$ cat src/sv/trs_pkg.sv
package trs_pkg;

    // Fixed field widths
    localparam int ID_W        = 24;
    localparam int SEP_W       = 24;
    localparam int SLOT_W      = 5;
    localparam int STATUS_W    = 4;

    // Stream widths
    localparam int IN_TDATA_W  = 88;
    localparam int IN_TUSER_W  = 4;
    localparam int OUT_TDATA_W = 32;

    localparam logic [SEP_W-1:0] SEP_RESET = 24'd10000;

    typedef enum logic [1:0] {
        ACT_QUERY    = 2'd0,
        ACT_WR_GW    = 2'd1,
        ACT_WR_LOCAL = 2'd2,
        ACT_WR_ROUTE = 2'd3
    } t_action;

    // Codes up to ST_TABLE mean a gateway was chosen
    typedef enum logic [STATUS_W-1:0] {
        ST_TRUNK        = 4'd0,
        ST_PRIVATE      = 4'd1,
        ST_PREFIX       = 4'd2,
        ST_TABLE        = 4'd3,
        ST_LOCAL        = 4'd4,
        ST_NO_TRUNK     = 4'd5,
        ST_MULTI_TRUNK  = 4'd6,
        ST_NO_PRIVATE   = 4'd7,
        ST_NONE         = 4'd8,
        ST_MULTI_PREFIX = 4'd9
    } t_status;

endpackage

$ cat src/sv/talkgroup_route_selector.sv
// A route query's result passes through 3 register stages. Throughput: one item per
// cycle while the result side does not stall; table writes and queries may follow back
// to back. Result-side stalls hold every full stage; nothing is lost or repeated.
// Reset (i_rst_n low, synchronous): all table entries invalid, pipeline empty,
// prefix_separation back to 10000. Table payload is not cleared.
module talkgroup_route_selector #(
    parameter int GATEWAY_SLOTS = 8,
    parameter int LOCAL_SLOTS   = 16,
    parameter int ROUTE_SLOTS   = 32,
    parameter int ID_BITS       = 24
) (
    input  logic                                i_clk,
    input  logic                                i_rst_n,
    // configuration: prefix_separation
    input  logic                                i_cfg_we,
    input  logic [trs_pkg::SEP_W-1:0]           i_cfg_wdata,
    // input items
    input  logic                                i_s_axis_tvalid,
    output logic                                o_s_axis_tready,
    // slot[4:0], dst_id[28:5], gw_id[52:29], gw_trunking[53], gw_prefix[77:54],
    // gw_prefix_valid[78], gw_private_enable[79], entry_valid[80], zero pad[87:81]
    input  logic [trs_pkg::IN_TDATA_W-1:0]      i_s_axis_tdata,
    // action[1:0], message_flag[2], private_call[3]
    input  logic [trs_pkg::IN_TUSER_W-1:0]      i_s_axis_tuser,
    // results
    output logic                                o_m_axis_tvalid,
    input  logic                                i_m_axis_tready,
    // routed[0], chosen_gw[24:1], route_status[28:25], zero pad[31:29]
    output logic [trs_pkg::OUT_TDATA_W-1:0]     o_m_axis_tdata
);

    // Identifiers are kept at ID_BITS, never wider than the 24-bit fields.
    localparam int IW = (ID_BITS < trs_pkg::ID_W) ? ID_BITS : trs_pkg::ID_W;

    // ------------------------------------------------------------------
    // Input unpack (identifiers masked to IW bits)
    // ------------------------------------------------------------------
    trs_pkg::t_action                in_action;
    logic [trs_pkg::SLOT_W-1:0]      in_slot;
    logic                            in_msg;
    logic                            in_priv;
    logic [IW-1:0]                   in_dst;
    logic [IW-1:0]                   in_gid;
    logic                            in_trunk;
    logic [IW-1:0]                   in_prefix;
    logic                            in_pvalid;
    logic                            in_penable;
    logic                            in_evalid;
    logic                            in_xfer;

    assign in_action  = trs_pkg::t_action'(i_s_axis_tuser[1:0]);
    assign in_msg     = i_s_axis_tuser[2];
    assign in_priv    = i_s_axis_tuser[3];
    assign in_slot    = i_s_axis_tdata[4:0];
    assign in_dst     = i_s_axis_tdata[5 +: IW];
    assign in_gid     = i_s_axis_tdata[29 +: IW];
    assign in_trunk   = i_s_axis_tdata[53];
    assign in_prefix  = i_s_axis_tdata[54 +: IW];
    assign in_pvalid  = i_s_axis_tdata[78];
    assign in_penable = i_s_axis_tdata[79];
    assign in_evalid  = i_s_axis_tdata[80];

    // ------------------------------------------------------------------
    // Pipeline flow control. Each stage loads when it is empty or when
    // the stage after it moves. Writes are taken whenever stage 1 can load.
    // ------------------------------------------------------------------
    logic r1_v, r2_v, r3_v;
    logic ready1, ready2, ready3;

    assign ready3          = !r3_v || i_m_axis_tready;
    assign ready2          = !r2_v || ready3;
    assign ready1          = !r1_v || ready2;
    assign o_s_axis_tready = ready1;
    assign in_xfer         = i_s_axis_tvalid && ready1;

    // ------------------------------------------------------------------
    // Configuration register
    // ------------------------------------------------------------------
    logic [trs_pkg::SEP_W-1:0] r_sep;

    always_ff @(posedge i_clk) begin
        if (!i_rst_n) begin
            r_sep <= trs_pkg::SEP_RESET;
        end else if (i_cfg_we) begin
            r_sep <= i_cfg_wdata;
        end
    end

    // ------------------------------------------------------------------
    // Tables. Valid and flag bits are reset; ids, prefixes and keys are not.
    // A cleared entry drops its flags so that nothing of it matches.
    // ------------------------------------------------------------------
    logic [GATEWAY_SLOTS-1:0] r_gw_valid, r_gw_trunk, r_gw_pvalid, r_gw_penable;
    logic [IW-1:0]            r_gw_id     [GATEWAY_SLOTS];
    logic [IW-1:0]            r_gw_prefix [GATEWAY_SLOTS];
    logic [LOCAL_SLOTS-1:0]   r_lt_valid;
    logic [IW-1:0]            r_lt_tg     [LOCAL_SLOTS];
    logic [ROUTE_SLOTS-1:0]   r_rt_valid;
    logic [IW-1:0]            r_rt_key    [ROUTE_SLOTS];
    logic [IW-1:0]            r_rt_gw     [ROUTE_SLOTS];

    logic wr_gw, wr_lt, wr_rt;

    assign wr_gw = in_xfer && (in_action == trs_pkg::ACT_WR_GW);
    assign wr_lt = in_xfer && (in_action == trs_pkg::ACT_WR_LOCAL);
    assign wr_rt = in_xfer && (in_action == trs_pkg::ACT_WR_ROUTE);

    // Slots beyond a table's depth match no entry, so such writes drop out.
    always_ff @(posedge i_clk) begin
        if (!i_rst_n) begin
            r_gw_valid   <= '0;
            r_gw_trunk   <= '0;
            r_gw_pvalid  <= '0;
            r_gw_penable <= '0;
            r_lt_valid   <= '0;
            r_rt_valid   <= '0;
        end else begin
            for (int i = 0; i < GATEWAY_SLOTS; i++) begin
                if (wr_gw && (int'(in_slot) == i)) begin
                    r_gw_valid[i]   <= in_evalid;
                    r_gw_trunk[i]   <= in_evalid && in_trunk;
                    r_gw_pvalid[i]  <= in_evalid && in_pvalid;
                    r_gw_penable[i] <= in_evalid && in_penable;
                end
            end
            for (int i = 0; i < LOCAL_SLOTS; i++) begin
                if (wr_lt && (int'(in_slot) == i)) begin
                    r_lt_valid[i] <= in_evalid;
                end
            end
            for (int i = 0; i < ROUTE_SLOTS; i++) begin
                if (wr_rt && (int'(in_slot) == i)) begin
                    r_rt_valid[i] <= in_evalid;
                end
            end
        end
    end

    always_ff @(posedge i_clk) begin
        for (int i = 0; i < GATEWAY_SLOTS; i++) begin
            if (wr_gw && (int'(in_slot) == i)) begin
                r_gw_id[i]     <= in_gid;
                r_gw_prefix[i] <= in_prefix;
            end
        end
        for (int i = 0; i < LOCAL_SLOTS; i++) begin
            if (wr_lt && (int'(in_slot) == i)) begin
                r_lt_tg[i] <= in_dst;
            end
        end
        for (int i = 0; i < ROUTE_SLOTS; i++) begin
            if (wr_rt && (int'(in_slot) == i)) begin
                r_rt_key[i] <= in_dst;
                r_rt_gw[i]  <= in_gid;
            end
        end
    end

    // ------------------------------------------------------------------
    // Stage 1 lookup: every table is read in the cycle the query transfers,
    // against the contents left by all earlier items. Everything later
    // stages need from the tables is copied into the pipeline here, so
    // later writes cannot disturb a query in flight.
    // ------------------------------------------------------------------
    logic [LOCAL_SLOTS-1:0]   lt_hit;
    logic [ROUTE_SLOTS-1:0]   rt_hit, rt_first;
    logic [IW-1:0]            rt_gw;
    logic [GATEWAY_SLOTS-1:0] gw_above;
    logic [IW-1:0]            gw_diff [GATEWAY_SLOTS];

    always_comb begin
        for (int i = 0; i < LOCAL_SLOTS; i++) begin
            lt_hit[i] = r_lt_valid[i] && (r_lt_tg[i] == in_dst);
        end
        for (int i = 0; i < ROUTE_SLOTS; i++) begin
            rt_hit[i] = r_rt_valid[i] && (r_rt_key[i] == in_dst);
        end
        // lowest matching slot wins on duplicate keys
        rt_first = rt_hit & (~rt_hit + (ROUTE_SLOTS)'(1));
        rt_gw    = '0;
        for (int i = 0; i < ROUTE_SLOTS; i++) begin
            rt_gw = rt_gw | (rt_first[i] ? r_rt_gw[i] : '0);
        end
        // prefix window, first half: dst strictly above the prefix
        for (int i = 0; i < GATEWAY_SLOTS; i++) begin
            gw_above[i] = r_gw_valid[i] && r_gw_pvalid[i] && (in_dst > r_gw_prefix[i]);
            gw_diff[i]  = in_dst - r_gw_prefix[i];
        end
    end

    logic                     r1_msg, r1_priv, r1_local, r1_rt_hit;
    logic [IW-1:0]            r1_rt_gw;
    logic [GATEWAY_SLOTS-1:0] r1_above, r1_trunk, r1_penable;
    logic [IW-1:0]            r1_diff [GATEWAY_SLOTS];
    logic [IW-1:0]            r1_id   [GATEWAY_SLOTS];

    always_ff @(posedge i_clk) begin
        if (!i_rst_n) begin
            r1_v <= 1'b0;
        end else if (ready1) begin
            r1_v <= in_xfer && (in_action == trs_pkg::ACT_QUERY);
        end
    end

    always_ff @(posedge i_clk) begin
        if (in_xfer) begin
            r1_msg     <= in_msg;
            r1_priv    <= in_priv;
            r1_local   <= |lt_hit;
            r1_rt_hit  <= |rt_hit;
            r1_rt_gw   <= rt_gw;
            r1_above   <= gw_above;
            r1_trunk   <= r_gw_trunk;
            r1_penable <= r_gw_penable;
            r1_diff    <= gw_diff;
            r1_id      <= r_gw_id;
        end
    end

    // ------------------------------------------------------------------
    // Stage 2: second half of the prefix window, distance below separation.
    // ------------------------------------------------------------------
    logic [GATEWAY_SLOTS-1:0] pfx_match;

    always_comb begin
        for (int i = 0; i < GATEWAY_SLOTS; i++) begin
            pfx_match[i] = r1_above[i] && ((trs_pkg::SEP_W)'(r1_diff[i]) < r_sep);
        end
    end

    logic                     r2_msg, r2_priv, r2_local, r2_rt_hit;
    logic [IW-1:0]            r2_rt_gw;
    logic [GATEWAY_SLOTS-1:0] r2_pfx, r2_trunk, r2_penable;
    logic [IW-1:0]            r2_id [GATEWAY_SLOTS];

    always_ff @(posedge i_clk) begin
        if (!i_rst_n) begin
            r2_v <= 1'b0;
        end else if (ready2) begin
            r2_v <= r1_v;
        end
    end

    always_ff @(posedge i_clk) begin
        if (r1_v && ready2) begin
            r2_msg     <= r1_msg;
            r2_priv    <= r1_priv;
            r2_local   <= r1_local;
            r2_rt_hit  <= r1_rt_hit;
            r2_rt_gw   <= r1_rt_gw;
            r2_pfx     <= pfx_match;
            r2_trunk   <= r1_trunk;
            r2_penable <= r1_penable;
            r2_id      <= r1_id;
        end
    end

    // ------------------------------------------------------------------
    // Stage 3: decision. Message frames take precedence over private calls,
    // then local talkgroups, a single prefix hit and the route table; else multi-prefix or none.
    // ------------------------------------------------------------------
    logic [GATEWAY_SLOTS-1:0] trunk_first, priv_first;
    logic                     trunk_multi, pfx_multi;
    logic [IW-1:0]            trunk_id, priv_id, pfx_id;
    logic                     dec_routed;
    logic [IW-1:0]            dec_gw;
    trs_pkg::t_status         dec_status;

    always_comb begin
        trunk_first = r2_trunk & (~r2_trunk + (GATEWAY_SLOTS)'(1));
        priv_first  = r2_penable & (~r2_penable + (GATEWAY_SLOTS)'(1));
        trunk_multi = (r2_trunk & (r2_trunk - (GATEWAY_SLOTS)'(1))) != '0;
        pfx_multi   = (r2_pfx & (r2_pfx - (GATEWAY_SLOTS)'(1))) != '0;
        trunk_id    = '0;
        priv_id     = '0;
        pfx_id      = '0;
        for (int i = 0; i < GATEWAY_SLOTS; i++) begin
            trunk_id = trunk_id | (trunk_first[i] ? r2_id[i] : '0);
            priv_id  = priv_id  | (priv_first[i]  ? r2_id[i] : '0);
            pfx_id   = pfx_id   | (r2_pfx[i]      ? r2_id[i] : '0);
        end

        dec_routed = 1'b0;
        dec_gw     = '0;
        if (r2_msg) begin
            if (r2_trunk == '0) begin
                dec_status = trs_pkg::ST_NO_TRUNK;
            end else if (trunk_multi) begin
                dec_status = trs_pkg::ST_MULTI_TRUNK;
            end else begin
                dec_status = trs_pkg::ST_TRUNK;
                dec_routed = 1'b1;
                dec_gw     = trunk_id;
            end
        end else if (r2_priv) begin
            if (r2_penable == '0) begin
                dec_status = trs_pkg::ST_NO_PRIVATE;
            end else begin
                dec_status = trs_pkg::ST_PRIVATE;
                dec_routed = 1'b1;
                dec_gw     = priv_id;
            end
        end else if (r2_local) begin
            dec_status = trs_pkg::ST_LOCAL;
        end else if ((r2_pfx != '0) && !pfx_multi) begin
            // exactly one hit, so the OR-mux is that gateway's id
            dec_status = trs_pkg::ST_PREFIX;
            dec_routed = 1'b1;
            dec_gw     = pfx_id;
        end else if (r2_rt_hit) begin
            dec_status = trs_pkg::ST_TABLE;
            dec_routed = 1'b1;
            dec_gw     = r2_rt_gw;
        end else if (pfx_multi) begin
            dec_status = trs_pkg::ST_MULTI_PREFIX;
        end else begin
            dec_status = trs_pkg::ST_NONE;
        end
    end

    logic                     r3_routed;
    logic [IW-1:0]            r3_gw;
    trs_pkg::t_status         r3_status;

    always_ff @(posedge i_clk) begin
        if (!i_rst_n) begin
            r3_v <= 1'b0;
        end else if (ready3) begin
            r3_v <= r2_v;
        end
    end

    always_ff @(posedge i_clk) begin
        if (r2_v && ready3) begin
            r3_routed <= dec_routed;
            r3_gw     <= dec_gw;
            r3_status <= dec_status;
        end
    end

    assign o_m_axis_tvalid = r3_v;
    assign o_m_axis_tdata  = {3'b000, r3_status, (trs_pkg::ID_W)'(r3_gw), r3_routed};

endmodule

$ cat config.mk
export PLATFORM = sky130hd
export DESIGN_NAME = talkgroup_route_selector
export DESIGN_NICKNAME = d
export VERILOG_FILES = /design/src/sv/trs_pkg.sv /design/src/sv/talkgroup_route_selector.sv
export SDC_FILE = /design/constraint.sdc
export NUM_CORES = 2
export LEC_CHECK = 0
export ABC_AREA = 1
export BUFFER_PORTS_ARGS = -buffer_cell sky130_fd_sc_hd__buf_4
export CORE_MARGIN = 4
export CORE_UTILIZATION = 45
export DETAILED_ROUTE_END_ITERATION = 10
export HOLD_SLACK_MARGIN = 0.1
export SLEW_MARGIN = 15
export SYNTH_ARGS = -nofsm -noshare
export SYNTH_HDL_FRONTEND = slang
export SYNTH_SLANG_ARGS = --single-unit
$ cat constraint.sdc
create_clock -name i_clk -period 25.7 [get_ports i_clk]
set_input_delay 3.855 -clock i_clk [delete_from_list [all_inputs] [get_ports i_clk]]
set_output_delay 3.855 -clock i_clk [all_outputs]
set_load 0.03 [all_outputs]
==> results.tsv <==
stage	metric	value	unit
placement	dp_hpwl	247000	um
cells_and_area	syn2layout_area_growth	12.4	%
cells_and_area	final_core_util	50.9	%
synth	ys_async_sr_fraction	0	%
pwr	power.switching	2.51	mW
hold_path	hold_start	r_gw_id[59]	
clock_network	post_cts_resized	0	
timing	holdWs	0.398	ns
timing	hold_viol	0	
floorplan	dieHeight	564	um
placement	place_congestion	0.887	
pwr	pwr-share-clk	43.7	%
global_route	grt_pass1_wl	609000	um
critical_path	r2r_start	r_rt_key[0][22]	
cells_and_area	nFillCells	26269	
floorplan	rows	203	
timing	post-route-period-util	35.6	%
placement	portBuffers	144	
critical_path	crit_slowest_cell	buf_4	
clock_network	cts_buffers	335	
critical_path	path_buf_inv	7	
pwr	p_per_area	71.7	nW/um2
critical_path	crit_arrival	9.92	ns
pwr	p_sw_share	22.4	%
pwr	ir_worst_vdd	0.0528	mV
timing	finalMaxSlewViolations	0	
pwr	pwr-share-seq	50.6	%
floorplan	io_pins	155	
critical_path	r2r.worst_path.cells	22	
global_route	grt_start_max_net_pins	153	
critical_path	required	26.46	ns
global_route	globalRouteOverflowTotal	0	
pwr	combPwrFrac	5.7	%
timing	setup_violations	0	
timing	period_needed	9.15	ns
floorplan	core	307000	um2
pwr	p_total	11.2	mW
floorplan	die_w	564	um
critical_path	timing.rr.end	r1_rt_gw[20]	
critical_path	cpLargestDelayFamily	buffers and inverters	
critical_path	path_depth	24	
outcome	status	finished, final reports clean	
critical_path	worst_setup_path_end_kind	register	
global_route	antenna_found_initial	26	
synth	synth_cell_types	65	
synth	synth.yosys.seq_area_share	66.7	%
flow_run	maxCapViolations	0	
cells_and_area	drive_gt1_share	8.89	%
synth	ys.flop_type	edfxtp_1	
timing	rsz0062_at_grt	false	
synth	synth_edf_count	3013	
cells_and_area	nets	12743	
timing	finalSetupTns	0	ns
timing	finalClockSkew	0.0612	ns
hold_path	hold_path.class	reg -> reg	
timing	worstMarginPinSlew	1.22	ns
floorplan	start_util	45.3	%
clock_network	clkTransAtPathRegs	0.06	ns
timing	slew_headroom	18.9	%
synth	yosys_warnings	0	
global_route	grt_pass1_vias	91451	
floorplan	die_area	318000	um2
critical_path	crit_chain	buf_4 -> clkinv_2 -> buf_4 -> nand2_1 -> nand2_1 -> inv_1 -> nand2_1 -> nor2_1 -> nand2_1 -> nor2_1 -> nand2_1 -> buf_4 -> nand2_2 -> nor2_4 -> nand2_2 -> nor2_8 -> buf_4 -> nand2_1 -> nor2_4 -> buf_4 -> nand4_1 -> nand2_1 -> nor2_1 -> nand2_1	
clock_network	clock_path_buffers	4	
detailed_routing	dr_total_vias	94919	
critical_path	cpPeakStageDelay	0.87	ns
hold_path	hold_depth	0	
synth	avgSynthCellArea	11.6	um2
clock_network	cts.sink_count	3120	
clock_network	clock_latency	0.95	ns
detailed_routing	first_pass_iters	6	
synth	ys_ff_latch	3120	
global_route	grt_usage	26.0	%
critical_path	crit_type	in -> reg	
pwr	p_leak	58.5	nW
detailed_routing	drt-total-wl	423000	um
critical_path	rrSetupSlack	20.74	ns
timing	fin_ws	16.55	ns
critical_path	critPathMaxFanout	79	
detailed_routing	via_per_inst	5.71	
placement	pre_cts_ws	15.71	ns
hold_path	hold_path_end	r1_id[59]	
clock_network	post-cts-setup-buffers	0	
clock_network	cts_max_level	5	
critical_path	cp-start-kind	input pin	
synth	synth_area	139000	um2
detailed_routing	ant_nets	0	
timing	max_freq	109	MHz
synth	synthCells	11987	
detailed_routing	drcViolationCount	0	
clock_network	cts-root-buf	clkbuf_16	
critical_path	worst_path_most_repeated_cell	nand2_1	
detailed_routing	wl_per_cell	25.4	um
pwr	p_int	8.69	mW
clock_network	cts_tree	yes	
detailed_routing	drtIter0Drc	11923	
clock_network	hold_buffers	0	
## cell type report
type	count	area, um2	area share [%]
Multi-Input combinational cell	7325	40200	25.7
Antenna cell	11	27.5	0.0176
Clock inverter	187	1970	1.26
Sequential cell	3120	92600	59.3
Tap cell	4100	5130	3.29
Clock buffer	435	9200	5.89
Inverter	1087	4110	2.63
Timing Repair Buffer	369	2900	1.85
## routing by layer
metal / up-vias / global-route usage, % / wire length, um
met5: - / 0 / 40
met4: 4 / 8.72 / 15600
met2: 4774 / 41.0 / 190000
met3: 907 / 4.49 / 41800
met1: 46503 / 36.6 / 176000
li1: 42731 / - / -
## Yosys cell counts, types with 8 or more instances
cell type  instances  share of area [%]
edfxtp_1        3013                 65
nand2_1         2473                6.7
inv_1           1056                2.9
nor2_1          1028                2.8
nand3_1          607                2.2
o21ai_0          599                2.2
a21oi_1          435                1.6
ha_1             376                3.4
nand4_1          341                1.5
xnor2_1          327                2.1
xor2_1           204                1.3
clkbuf_1         162               0.44
buf_2            146               0.53
dfxtp_1          107                1.5
nor3_1           101               0.36
a221oi_1          96               0.61
or2_2             82               0.37
o22ai_1           80               0.36
nor4_1            68               0.31
buf_4             65               0.35
o211ai_1          58               0.31
buf_6             53               0.43
o2111ai_1         51               0.32
o221ai_1          47               0.30
a211oi_1          35               0.19
o21ai_1           33               0.12
a21boi_0          32               0.17
a22o_1            31               0.20
o21a_1            28               0.15
nor2_2            25               0.11
a21o_1            23               0.12
buf_1             23              0.062
inv_2             21              0.057
a2111oi_0         15              0.095
and2_1            15              0.068
a31oi_1           12              0.054
nor2_4            12              0.097
and2_0            10              0.045
o21bai_1          10              0.054
o31ai_1            9              0.049
fa_1               8               0.12
## flip-flops by register name (all words and copies together), names as in the netlist, 24 cells and up
| name | count |
|---|---|
| r_rt_key | 768 |
| r2_rt_gw | 24 |
| r_rt_valid | 32 |
| r_gw_prefix | 192 |
| r2_id | 192 |
| r1_rt_gw | 24 |
| r1_id | 192 |
| r_lt_tg | 384 |
| r_sep | 24 |
| r_gw_id | 192 |
| r1_diff | 192 |
| r3_gw | 24 |
| r_rt_gw | 768 |
## how the worst max path moves through the flow
| stage | startpoint | to | slack [ns] |
|---|---|---|---|
| after global placement | i_s_axis_tdata[26] | r1_rt_gw[20] | 15.76 |
| after floorplan | i_m_axis_tready | r_lt_tg[0][100] | 9.49 |
| final | i_s_axis_tdata[26] | r1_rt_gw[20] | 16.55 |
| after global routing | i_s_axis_tdata[26] | r1_rt_gw[23] | 16.30 |
| after CTS | i_s_axis_tdata[26] | r1_rt_gw[20] | 16.73 |
| after detailed placement | i_s_axis_tdata[26] | r1_rt_gw[20] | 15.71 |
## power groups by stage
stage	combinational, mW	sequential (mW)	clock, mW
6_report	0.643	5.67	4.89
5_1_grt	0.696	5.67	5.18
4_1_cts	0.637	5.67	4.96
3_5_place_dp	0.634	5.77	0
3_3_place_gp	0.618	5.77	0
2_1_floorplan	0.347	5.78	0
## per-stage QoR
step | cell area, um2 | std cells
after floorplan | 139000 | 11989
after global placement | 145000 | 16000
final | 156000 | 16634
after detailed placement | 145000 | 16000
after global routing | 156000 | 16627
after CTS | 156000 | 16622
## kinds of logic (layout without fill, tap and decap cells)
| group | Yosys count | count (layout) | synth area share, % |
|---|---|---|---|
| fa+ha+maj | 384 | 384 | 3.50 |
| other cells | 1 | 14 | 0.00270 |
| flops | 3120 | 3120 | 66.7 |
| buf+inv | 1544 | 2078 | 4.81 |
| compound gates | 1608 | 1608 | 6.92 |
| simple gates | 4799 | 4799 | 14.8 |
| xor+xnor | 531 | 531 | 3.35 |
## layout by cell type, fill, tap and decap left out, drive strengths merged, types with 35 or more instances in the layout
cell and count:
o211ai 58, edfxtp 3013, o2111ai 51, clkinv 139, a221oi 96, buf 369, nand4 341, nand3 609
o21ai 632, nand2 2480, o22ai 80, o221ai 47, xnor2 327, dfxtp 107, nor3 103, clkbuf 435
nor2 1066, or2 91, a21oi 435, a211oi 35, inv 1087, nor4 69, xor2 204, ha 376
Note: power is estimated with default switching activity, not from simulation.
